## src/hdl/vector_distance_l2_cosine_core_macros.svh

```systemverilog
// Assertion helpers, clocked on clk and held off during reset.
`ifndef VECTOR_DISTANCE_L2_COSINE_CORE_MACROS_SVH
`define VECTOR_DISTANCE_L2_COSINE_CORE_MACROS_SVH

`define VDLC_ASSERT(lbl, prop, msg) \
	lbl: assert property (@(posedge clk) disable iff (!arst_n) prop) else $error(msg);

`define VDLC_NEVER(lbl, expr, msg) \
	lbl: assert property (@(posedge clk) disable iff (!arst_n) !(expr)) else $error(msg);

`endif

```

## src/hdl/vdlc_pkg.sv

```systemverilog
package vdlc_pkg;
	localparam int ELEM_W      = 16;
	localparam int IN_DATA_W   = 32;
	localparam int DIST_W      = 24;
	localparam int OUT_DATA_W  = 24;
	localparam int MODE_W      = 2;
	localparam int QUOT_W      = 17;
	localparam int MAX_DIM_DEF = 4096;

	localparam logic [MODE_W-1:0] MODE_L2    = 2'd0;
	localparam logic [MODE_W-1:0] MODE_COS   = 2'd1;
	localparam logic [MODE_W-1:0] MODE_INNER = 2'd2;
	localparam logic [MODE_W-1:0] MODE_RSVD  = 2'd3;

	localparam logic [DIST_W-1:0] DIST_MAX = 24'hFFFFFF;
	localparam logic [DIST_W-1:0] ONE_Q16  = 24'd65536;
	localparam logic [DIST_W-1:0] TWO_Q16  = 24'd131072;
endpackage

```

## src/hdl/vector_distance_l2_cosine_core.sv

```systemverilog
// Datapath: one shared multiplier, then the add into the accumulator; cosine runs its three
// products (q*n, q*q, n*n) in turn; unsupported modes accumulate nothing and flag the result invalid.
// After the last pair: L2 takes one root of SQ_W/2 steps; cosine takes two roots, one multiply,
// a check and a 17-step divide, skips the divide when the check decides, and skips all on a zero
// norm. Input stalls while a pair is in work; after a last pair, until its result is loaded into the output register.
// Reset (async, active low) clears accumulators, mode (L2) and all handshake state.
`include "vector_distance_l2_cosine_core_macros.svh"

module vector_distance_l2_cosine_core #(
	parameter int MaxDim = vdlc_pkg::MAX_DIM_DEF
) (
	input  logic                              clk,
	input  logic                              arst_n,
	input  logic                              s_tvalid,
	output logic                              s_tready,
	input  logic [vdlc_pkg::IN_DATA_W-1:0]    s_tdata,  // query_elem, neighbor_elem
	input  logic                              s_tlast,
	output logic                              m_tvalid,
	input  logic                              m_tready,
	output logic [vdlc_pkg::OUT_DATA_W-1:0]   m_tdata,  // distance
	output logic                              m_tuser,  // invalid
	input  logic                              cfg_valid,
	output logic                              cfg_ready,
	input  logic [vdlc_pkg::MODE_W-1:0]       cfg_data
);
	import vdlc_pkg::*;

	localparam int ACC_W = $clog2(MaxDim) + 34;
	localparam int SQ_W  = 2 * ((ACC_W + 3) / 2);
	localparam int RT_W  = SQ_W / 2;
	localparam int MW    = RT_W + 1;
	localparam int NUM_W = ACC_W + 2;
	localparam longint L2_LIM_L = (longint'(MaxDim) << 32) - 1;
	localparam longint CS_LIM_L = longint'(MaxDim) << 30;
	localparam logic signed [ACC_W-1:0] L2_LIM = ACC_W'(L2_LIM_L);
	localparam logic signed [ACC_W-1:0] CS_LIM = ACC_W'(CS_LIM_L);

	typedef enum logic [3:0] {
		S_IDLE, S_MUL, S_ADD, S_FIN, S_SQA, S_SQB, S_MULD, S_CHK, S_DIV, S_OUT
	} state_t;

	state_t                    state_q;
	logic [MODE_W-1:0]         mode_q;
	logic signed [ELEM_W-1:0]  q_q, n_q;
	logic                      last_q;
	logic [1:0]                sel_q;
	logic signed [ACC_W-1:0]   main_sum_q, qn_sum_q, nn_sum_q;
	logic signed [2*MW-1:0]    prod_q;
	logic [RT_W-1:0]           rq_q;
	logic [DIST_W-1:0]         res_q;
	logic                      inval_q;

	logic signed [MW-1:0]      mul_a, mul_b;
	logic signed [ELEM_W:0]    diff;
	logic signed [ACC_W-1:0]   prod_ext, add_main, add_qn, add_nn;
	logic                      sq_start, sq_done, dv_start, dv_done;
	logic [SQ_W-1:0]           sq_x;
	logic [RT_W-1:0]           sq_root;
	logic [ACC_W-1:0]          dd;
	logic signed [NUM_W-1:0]   num;
	logic                      zero_norm, num_le0, num_ge2d;
	logic [QUOT_W-1:0]         quot;
	logic                      out_free;

	assign s_tready  = (state_q == S_IDLE);
	assign cfg_ready = 1'b1;
	assign out_free  = !m_tvalid || m_tready;

	assign diff = (ELEM_W+1)'(q_q) - (ELEM_W+1)'(n_q);

	always_comb begin
		if (state_q == S_MULD) begin
			mul_a = $signed({1'b0, rq_q});
			mul_b = $signed({1'b0, sq_root});
		end else if (mode_q == MODE_L2) begin
			mul_a = MW'(diff);
			mul_b = MW'(diff);
		end else begin
			case (sel_q)
				2'd0:    begin mul_a = MW'(q_q); mul_b = MW'(n_q); end
				2'd1:    begin mul_a = MW'(q_q); mul_b = MW'(q_q); end
				default: begin mul_a = MW'(n_q); mul_b = MW'(n_q); end
			endcase
		end
	end

	assign prod_ext = ACC_W'(prod_q);
	assign add_main = main_sum_q + prod_ext;
	assign add_qn   = qn_sum_q + prod_ext;
	assign add_nn   = nn_sum_q + prod_ext;

	assign zero_norm = (qn_sum_q == '0) || (nn_sum_q == '0);

	always_comb begin
		if (state_q == S_FIN) begin
			if (mode_q == MODE_L2) begin
				sq_x = main_sum_q[ACC_W-1] ? '0 : SQ_W'({main_sum_q, 2'b00});
			end else begin
				sq_x = SQ_W'(qn_sum_q);
			end
		end else begin
			sq_x = SQ_W'(nn_sum_q);
		end
	end

	assign sq_start = ((state_q == S_FIN) && (mode_q == MODE_L2 || !zero_norm)) ||
		((state_q == S_SQA) && sq_done && (mode_q == MODE_COS));

	// D = rq * rn, never above the norm limit
	assign dd       = prod_q[ACC_W-1:0];
	assign num      = $signed({2'b00, dd}) - NUM_W'(main_sum_q);
	assign num_le0  = (num <= 0);
	assign num_ge2d = ($unsigned(num) >= {1'b0, dd, 1'b0});
	assign dv_start = (state_q == S_CHK) && !num_le0 && !num_ge2d;

	vdlc_sqrt #(.SqW(SQ_W)) u_sqrt (
		.clk(clk), .arst_n(arst_n), .start(sq_start), .x(sq_x),
		.done(sq_done), .root(sq_root)
	);

	vdlc_div #(.NumW(ACC_W + 1)) u_div (
		.clk(clk), .arst_n(arst_n), .start(dv_start),
		.num(num[ACC_W:0]), .den({1'b0, dd}),
		.done(dv_done), .quot(quot)
	);

	always_ff @(posedge clk or negedge arst_n) begin
		if (!arst_n) begin
			state_q    <= S_IDLE;
			mode_q     <= MODE_L2;
			main_sum_q <= '0;
			qn_sum_q   <= '0;
			nn_sum_q   <= '0;
			m_tvalid   <= 1'b0;
			sel_q      <= '0;
			last_q     <= 1'b0;
			inval_q    <= 1'b0;
		end else begin
			if (cfg_valid && cfg_ready) begin
				mode_q <= cfg_data;
			end
			// S_OUT reloads the output register itself
			if (m_tvalid && m_tready && state_q != S_OUT) begin
				m_tvalid <= 1'b0;
			end
			case (state_q)
				S_IDLE: begin
					if (s_tvalid) begin
						last_q <= s_tlast;
						sel_q  <= '0;
						if (mode_q == MODE_L2 || mode_q == MODE_COS) begin
							inval_q <= 1'b0;
							state_q <= S_MUL;
						end else if (s_tlast) begin
							inval_q <= 1'b1;
							res_q   <= '0;
							state_q <= S_OUT;
						end
					end
				end
				S_MUL: state_q <= S_ADD;
				S_ADD: begin
					if (mode_q == MODE_L2) begin
						main_sum_q <= (add_main > L2_LIM) ? L2_LIM : add_main;
					end else begin
						case (sel_q)
							2'd0: begin
								if (add_main > CS_LIM) main_sum_q <= CS_LIM;
								else if (add_main < -CS_LIM) main_sum_q <= -CS_LIM;
								else main_sum_q <= add_main;
							end
							2'd1: qn_sum_q <= (add_qn > CS_LIM) ? CS_LIM : add_qn;
							default: nn_sum_q <= (add_nn > CS_LIM) ? CS_LIM : add_nn;
						endcase
					end
					if (mode_q == MODE_COS && sel_q != 2'd2) begin
						sel_q   <= sel_q + 1'b1;
						state_q <= S_MUL;
					end else begin
						state_q <= last_q ? S_FIN : S_IDLE;
					end
				end
				S_FIN: begin
					if (mode_q == MODE_COS && zero_norm) begin
						res_q   <= ONE_Q16;
						state_q <= S_OUT;
					end else begin
						state_q <= S_SQA;
					end
				end
				S_SQA: begin
					if (sq_done) begin
						if (mode_q == MODE_L2) begin
							res_q   <= (sq_root > RT_W'(DIST_MAX)) ? DIST_MAX : DIST_W'(sq_root);
							state_q <= S_OUT;
						end else begin
							rq_q    <= sq_root;
							state_q <= S_SQB;
						end
					end
				end
				S_SQB: if (sq_done) state_q <= S_MULD;
				S_MULD: state_q <= S_CHK;
				S_CHK: begin
					if (num_le0) begin
						res_q   <= '0;
						state_q <= S_OUT;
					end else if (num_ge2d) begin
						res_q   <= TWO_Q16;
						state_q <= S_OUT;
					end else begin
						state_q <= S_DIV;
					end
				end
				S_DIV: begin
					if (dv_done) begin
						res_q   <= DIST_W'(quot);
						state_q <= S_OUT;
					end
				end
				S_OUT: begin
					if (out_free) begin
						m_tvalid   <= 1'b1;
						main_sum_q <= '0;
						qn_sum_q   <= '0;
						nn_sum_q   <= '0;
						state_q    <= S_IDLE;
					end
				end
				default: state_q <= S_IDLE;
			endcase
		end
	end

	// input capture, shared multiplier (registered before use) and output register
	always_ff @(posedge clk) begin
		if (state_q == S_IDLE && s_tvalid) begin
			q_q <= $signed(s_tdata[15:0]);
			n_q <= $signed(s_tdata[31:16]);
		end
		if (state_q == S_MUL || state_q == S_MULD) begin
			prod_q <= mul_a * mul_b;
		end
		if (state_q == S_OUT && out_free) begin
			m_tdata <= res_q;
			m_tuser <= inval_q;
		end
	end

	`VDLC_NEVER(a_inval_zero, m_tvalid && m_tuser && (m_tdata != '0), "invalid result with nonzero distance")
	`VDLC_ASSERT(a_clear_on_out, $rose(m_tvalid) |-> (main_sum_q == '0 && qn_sum_q == '0), "sums not cleared after result")
	`VDLC_ASSERT(a_div_cos, (state_q == S_DIV) |-> (mode_q == MODE_COS), "divide outside cosine mode")
endmodule

```

## src/hdl/vdlc_sqrt.sv

```systemverilog
module vdlc_sqrt #(
	parameter int SqW = 36
) (
	input  logic             clk,
	input  logic             arst_n,
	input  logic             start,
	input  logic [SqW-1:0]   x,
	output logic             done,
	output logic [SqW/2-1:0] root
);
	import vdlc_pkg::*;

	logic [SqW-1:0] rem_q, res_q, bit_q, trial;
	logic           busy_q, done_q;

	assign trial = res_q + bit_q;
	assign done  = done_q;
	assign root  = res_q[SqW/2-1:0];

	// restoring form, iterative; a new start while busy restarts the root
	always_ff @(posedge clk or negedge arst_n) begin
		if (!arst_n) begin
			busy_q <= 1'b0;
			done_q <= 1'b0;
		end else begin
			done_q <= busy_q && bit_q[0];
			if (start) begin
				busy_q <= 1'b1;
			end else if (busy_q && bit_q[0]) begin
				busy_q <= 1'b0;
			end
		end
	end

	always_ff @(posedge clk) begin
		if (start) begin
			rem_q <= x;
			res_q <= '0;
			bit_q <= {2'b01, {(SqW-2){1'b0}}};
		end else if (busy_q) begin
			if (rem_q >= trial) begin
				rem_q <= rem_q - trial;
				res_q <= (res_q >> 1) + bit_q;
			end else begin
				res_q <= res_q >> 1;
			end
			bit_q <= bit_q >> 2;
		end
	end
endmodule

```

## src/hdl/vdlc_div.sv

```systemverilog
module vdlc_div #(
	parameter int NumW = 47
) (
	input  logic                       clk,
	input  logic                       arst_n,
	input  logic                       start,
	input  logic [NumW-1:0]            num,
	input  logic [NumW-1:0]            den,
	output logic                       done,
	output logic [vdlc_pkg::QUOT_W-1:0] quot
);
	import vdlc_pkg::*;

	localparam int CNT_W = $clog2(QUOT_W + 1);

	logic [NumW-1:0]   rem_q, den_q;
	logic [NumW:0]     tmp;
	logic [QUOT_W-1:0] quot_q;
	logic [CNT_W-1:0]  cnt_q;
	logic              busy_q, first_q, done_q;

	// num < 2*den, so the first step needs no shift
	assign tmp  = first_q ? {1'b0, rem_q} : {rem_q, 1'b0};
	assign done = done_q;
	assign quot = quot_q;

	always_ff @(posedge clk or negedge arst_n) begin
		if (!arst_n) begin
			busy_q <= 1'b0;
			done_q <= 1'b0;
			cnt_q  <= '0;
		end else begin
			done_q <= busy_q && (cnt_q == CNT_W'(QUOT_W - 1));
			if (start) begin
				busy_q <= 1'b1;
				cnt_q  <= '0;
			end else if (busy_q) begin
				cnt_q <= cnt_q + 1'b1;
				if (cnt_q == CNT_W'(QUOT_W - 1)) begin
					busy_q <= 1'b0;
				end
			end
		end
	end

	always_ff @(posedge clk) begin
		if (start) begin
			rem_q   <= num;
			den_q   <= den;
			quot_q  <= '0;
			first_q <= 1'b1;
		end else if (busy_q) begin
			first_q <= 1'b0;
			if (tmp >= {1'b0, den_q}) begin
				rem_q  <= NumW'(tmp - {1'b0, den_q});
				quot_q <= {quot_q[QUOT_W-2:0], 1'b1};
			end else begin
				rem_q  <= tmp[NumW-1:0];
				quot_q <= {quot_q[QUOT_W-2:0], 1'b0};
			end
		end
	end
endmodule

```

## config.mk

```make
export PLATFORM = sky130hd
export DESIGN_NAME = vector_distance_l2_cosine_core
export DESIGN_NICKNAME = d
export VERILOG_FILES = /design/src/hdl/vdlc_pkg.sv /design/src/hdl/vector_distance_l2_cosine_core.sv /design/src/hdl/vdlc_sqrt.sv /design/src/hdl/vdlc_div.sv
export VERILOG_INCLUDE_DIRS = /design/src /design/src/hdl
export SDC_FILE = /design/constraint.sdc
export NUM_CORES = 2
export LEC_CHECK = 0
export BUFFER_PORTS_ARGS = -buffer_cell sky130_fd_sc_hd__buf_2
export CAP_MARGIN = 20
export CORE_UTILIZATION = 50
export DETAILED_ROUTE_END_ITERATION = 10
export GPL_TIMING_DRIVEN = 0
export MAX_ROUTING_LAYER = met4
export PLACE_DENSITY = 0.65
export SYNTH_ARGS = -nofsm -noshare
export SYNTH_HDL_FRONTEND = slang
export SYNTH_SLANG_ARGS = --single-unit
```

## constraint.sdc

```tcl
create_clock -name clk -period 11.8 [get_ports clk]
set_input_delay 2.36 -clock clk [delete_from_list [all_inputs] [get_ports clk]]
set_output_delay 2.36 -clock clk [all_outputs]
set_load 0.005 [all_outputs]
```

==> metrics.md <==
| Metric | Value |
|---|---|
| Status | finished, final reports clean |
| Initial antenna violation count | 7 |
| GPL Wtd Cong | 1.06 |
| Worst skew pair latency | ~0.71 ns |
| Util after Layout | 0.548 |
| Critical path capture point type | flop |
| Residual DRC | 0 |
| Endpoints failing hold | 0 |
| Placed Area | 0.0690 mm² |
| Top Metal Used | met4 |
| Fraction of registers with async set/reset | 0.293 |
| Num CTS Buffers | 66 |
| Via density | just over 6 |
| Post-synthesis instance total | 7626 |
| Max_cap viols | 0 |
| CP max FO | 10 |
| First-pass DRT Iterations | 6 |
| Fmax | 0.0870 GHz |
| Final setup TNS | 0 ns |
| IO buf count | 66 |
| Vias in the first global route | 57600 |
| Remaining Overflow, GRT | 0 |
| Critical Path RT | 12.23 ns |
| Worst path slowest cell | clkbuf_1 |
| Pin count of the biggest net entering global routing | 105 |
| Worst Skew | 0.0580 ns |
| Rows | 132 |
| Syn avg cell area | 8.66 µm² |
| Netlist area before placement | between 0.06 and 0.07 mm² |
| Starting Density | 0.507 |
| Core Region | approximately 0.13 mm² |
| Leading area contributor after synthesis | fa_1 |
| Share of cells above drive strength 1 | 0.0611 |
| Max-slew violation count | 0 |
| Fin nets | 9001 |
| Post-synth cell types | between 100 and 150 |
| Top Ports | 68 |
| Design Area, Final | 0.0715 mm² |
| Post-Route M1 WL | 105000 µm |
| Fin crit period | around 11 ns |
| WL met3 | 20500 µm |
| Yosys warnings | 0 |
| CTS tree | built |
| Mapped Nets | 8820 |
| Post-route ant nets | 0 |
| Clock Tree Buf Depth | 3 |
| Synth top cells by count | inv_1, nand2_1, nor2_1 |
| Routed wl met2 | approximately 120000 µm |
| Vias | 59100 |
| Global-route wire length before repair | ~380000 µm |
| CTS Hold Bufs | 0 |
| Sink Count | 540 |
| Die Height | 365 µm |
| Most frequent cell after synthesis | inv_1 |
| Layout Area Growth over Synthesis | 8.26% |
| HPWL after detailed placement | ~220000 µm |
| Crit path DAT | between 10 and 15 ns |
| Period Utilization, post-route | 0.974 |
| Synth area leaders | fa_1, edfxtp_1, ha_1 |
| Htree depth | 3 |
| Top cell type's share of synthesized area | 0.189 |
| Crit path top cell by count | fa_1 |
| Iter 0 DRT Violations | 6207 |
| DR WL/cell | 27.0 µm |
| Worst-path clk slew | 0.06 ns |
| GRT Util Overall | 0.401 |
| Root Buffer | clkbuf_16 |
| Yosys reg bits | 540 |
| Critical setup path kind | reg -> reg |
| Post-synthesis sequential area ratio | 0.220 |
| Worst slew pin tran | 1.28 ns |
| Worst Hold Class | reg -> reg |
| Slew HR | 0.139 |
| CP Launch Type | flop |
| CP peak stage delay | 0.65 ns |
| Post-synth EDFFs | 292 |
| Endpoints failing setup | 0 |
| Post-synth top flop | edfxtp_1 |
| Die W | 365 µm |
| Routed WL | approximately 260000 µm |
| Die ar. | 0.133 mm² |
==> routing by layer <==
layer / vias to the layer above / GRT usage
li1: 26600 / -
met1: 29100 / 0.508
met2: 2756 / 0.612
met3: 618 / 0.0594
met4: 0 / 0.235
met5: - / -
==> state kept, by name (all words and copies together), names as in the netlist, 4 cells and up <==
signal and count:
m_tdata 24, main_sum_q 46, n_q 16, nn_sum_q 46, prod_q 46, q_q 16
qn_sum_q 46, res_q 24, rq_q 24, state_q 4, u_div.cnt_q 5, u_div.den_q 46
u_div.quot 17, u_div.rem_q 47, u_sqrt.bit_q 24, u_sqrt.rem_q 48, u_sqrt.res_q 48
==> kinds of logic after synthesis <==
family,share of synthesized area
muxes,0.0304
xor gates and xnor gates,0.0486
other,0.0000568
adders and majority gates,0.290
DFF,0.220
and+or+nand+nor,0.152
buffers and inverters,0.0772
AOI/OAI and AO/OA,0.183
==> cell type report <==
type                    count  area [µm²]
clock buffers              81        1730
flip-flops and latches    540       14500
repair buffers            121         868
diodes                      4        10.0
fillers                 12300       58800
multi-input cells        5748       46600
plain buffers             335        1400
inverters                 995        3730
clock inverters            40         467
well taps                1742        2180
==> layout by cell type, fill, tap and decap left out, drive strengths merged, types with 66 or more instances in the layout <==
master	count
a211oi	67
a21o	160
a21oi	446
a31oi	101
buf	165
clkbuf	371
dfrtp	158
dfxtp	90
edfxtp	292
fa	624
ha	530
inv	997
mux2	83
mux2i	107
nand2	748
nand2b	75
nand3	109
nand4	66
nor2	704
nor3	103
nor4	72
o211ai	84
o21ai	439
o21bai	86
xnor2	229
xor2	137
==> critical path: cells and delay by family, from the launching register on <==
family                   cells  cell delay [ns]
flip-flops                   1             0.53
AO/OA/AOI/OAI               13             3.82
AND/OR/NAND/NOR              2             0.30
buffers and inverters       11             2.70
adder cells (fa/ha/maj)      8             3.75
XOR/XNOR                     1             0.09
==> repair_timing <==
action | CTS | global route
pin swaps | 0 | 1
resized for setup | 34 | 77
endpoints found under the hold margin | 0 | 0
setup buffers | 0 | 1
endpoints found under the setup margin | 5 | 6
==> metrics by stage <==
step / cells / hold WS (ns) / setup slack [ns]
2_1_floorplan: 7626 / 0.400 / 1.92
3_3_place_gp: 9434 / 0.404 / -1.17
3_5_place_dp: 9481 / 0.405 / -1.13
4_1_cts: 9598 / 0.410 / 0.000519
5_1_grt: 9605 / 0.422 / -0.00685
6_report: 9606 / 0.410 / 0.304
==> worst paths after layout <==
kind	endpoint	start	depth (start not counted)	slack (ns)
min reg2reg	m_tdata[18]$_DFFE_PP_	res_q[18]$_DFFE_PP_	0	0.41
max in group asynchronous	sel_q[0]$_DFFE_PN0P_	arst_n	2	9.13
max	prod_q[44]$_DFFE_PP_	mode_q[1]$_DFFE_PN0P_	35	0.30
min in group asynchronous	qn_sum_q[3]$_DFFE_PN0P_	arst_n	1	1.59
min	m_tdata[18]$_DFFE_PP_	res_q[18]$_DFFE_PP_	0	0.41
max reg2reg	prod_q[44]$_DFFE_PP_	mode_q[1]$_DFFE_PN0P_	35	0.30
Power is left out: the tool's default activity adds up to more than one toggle a clock period on the data nets, which glitch-free logic cannot reach.
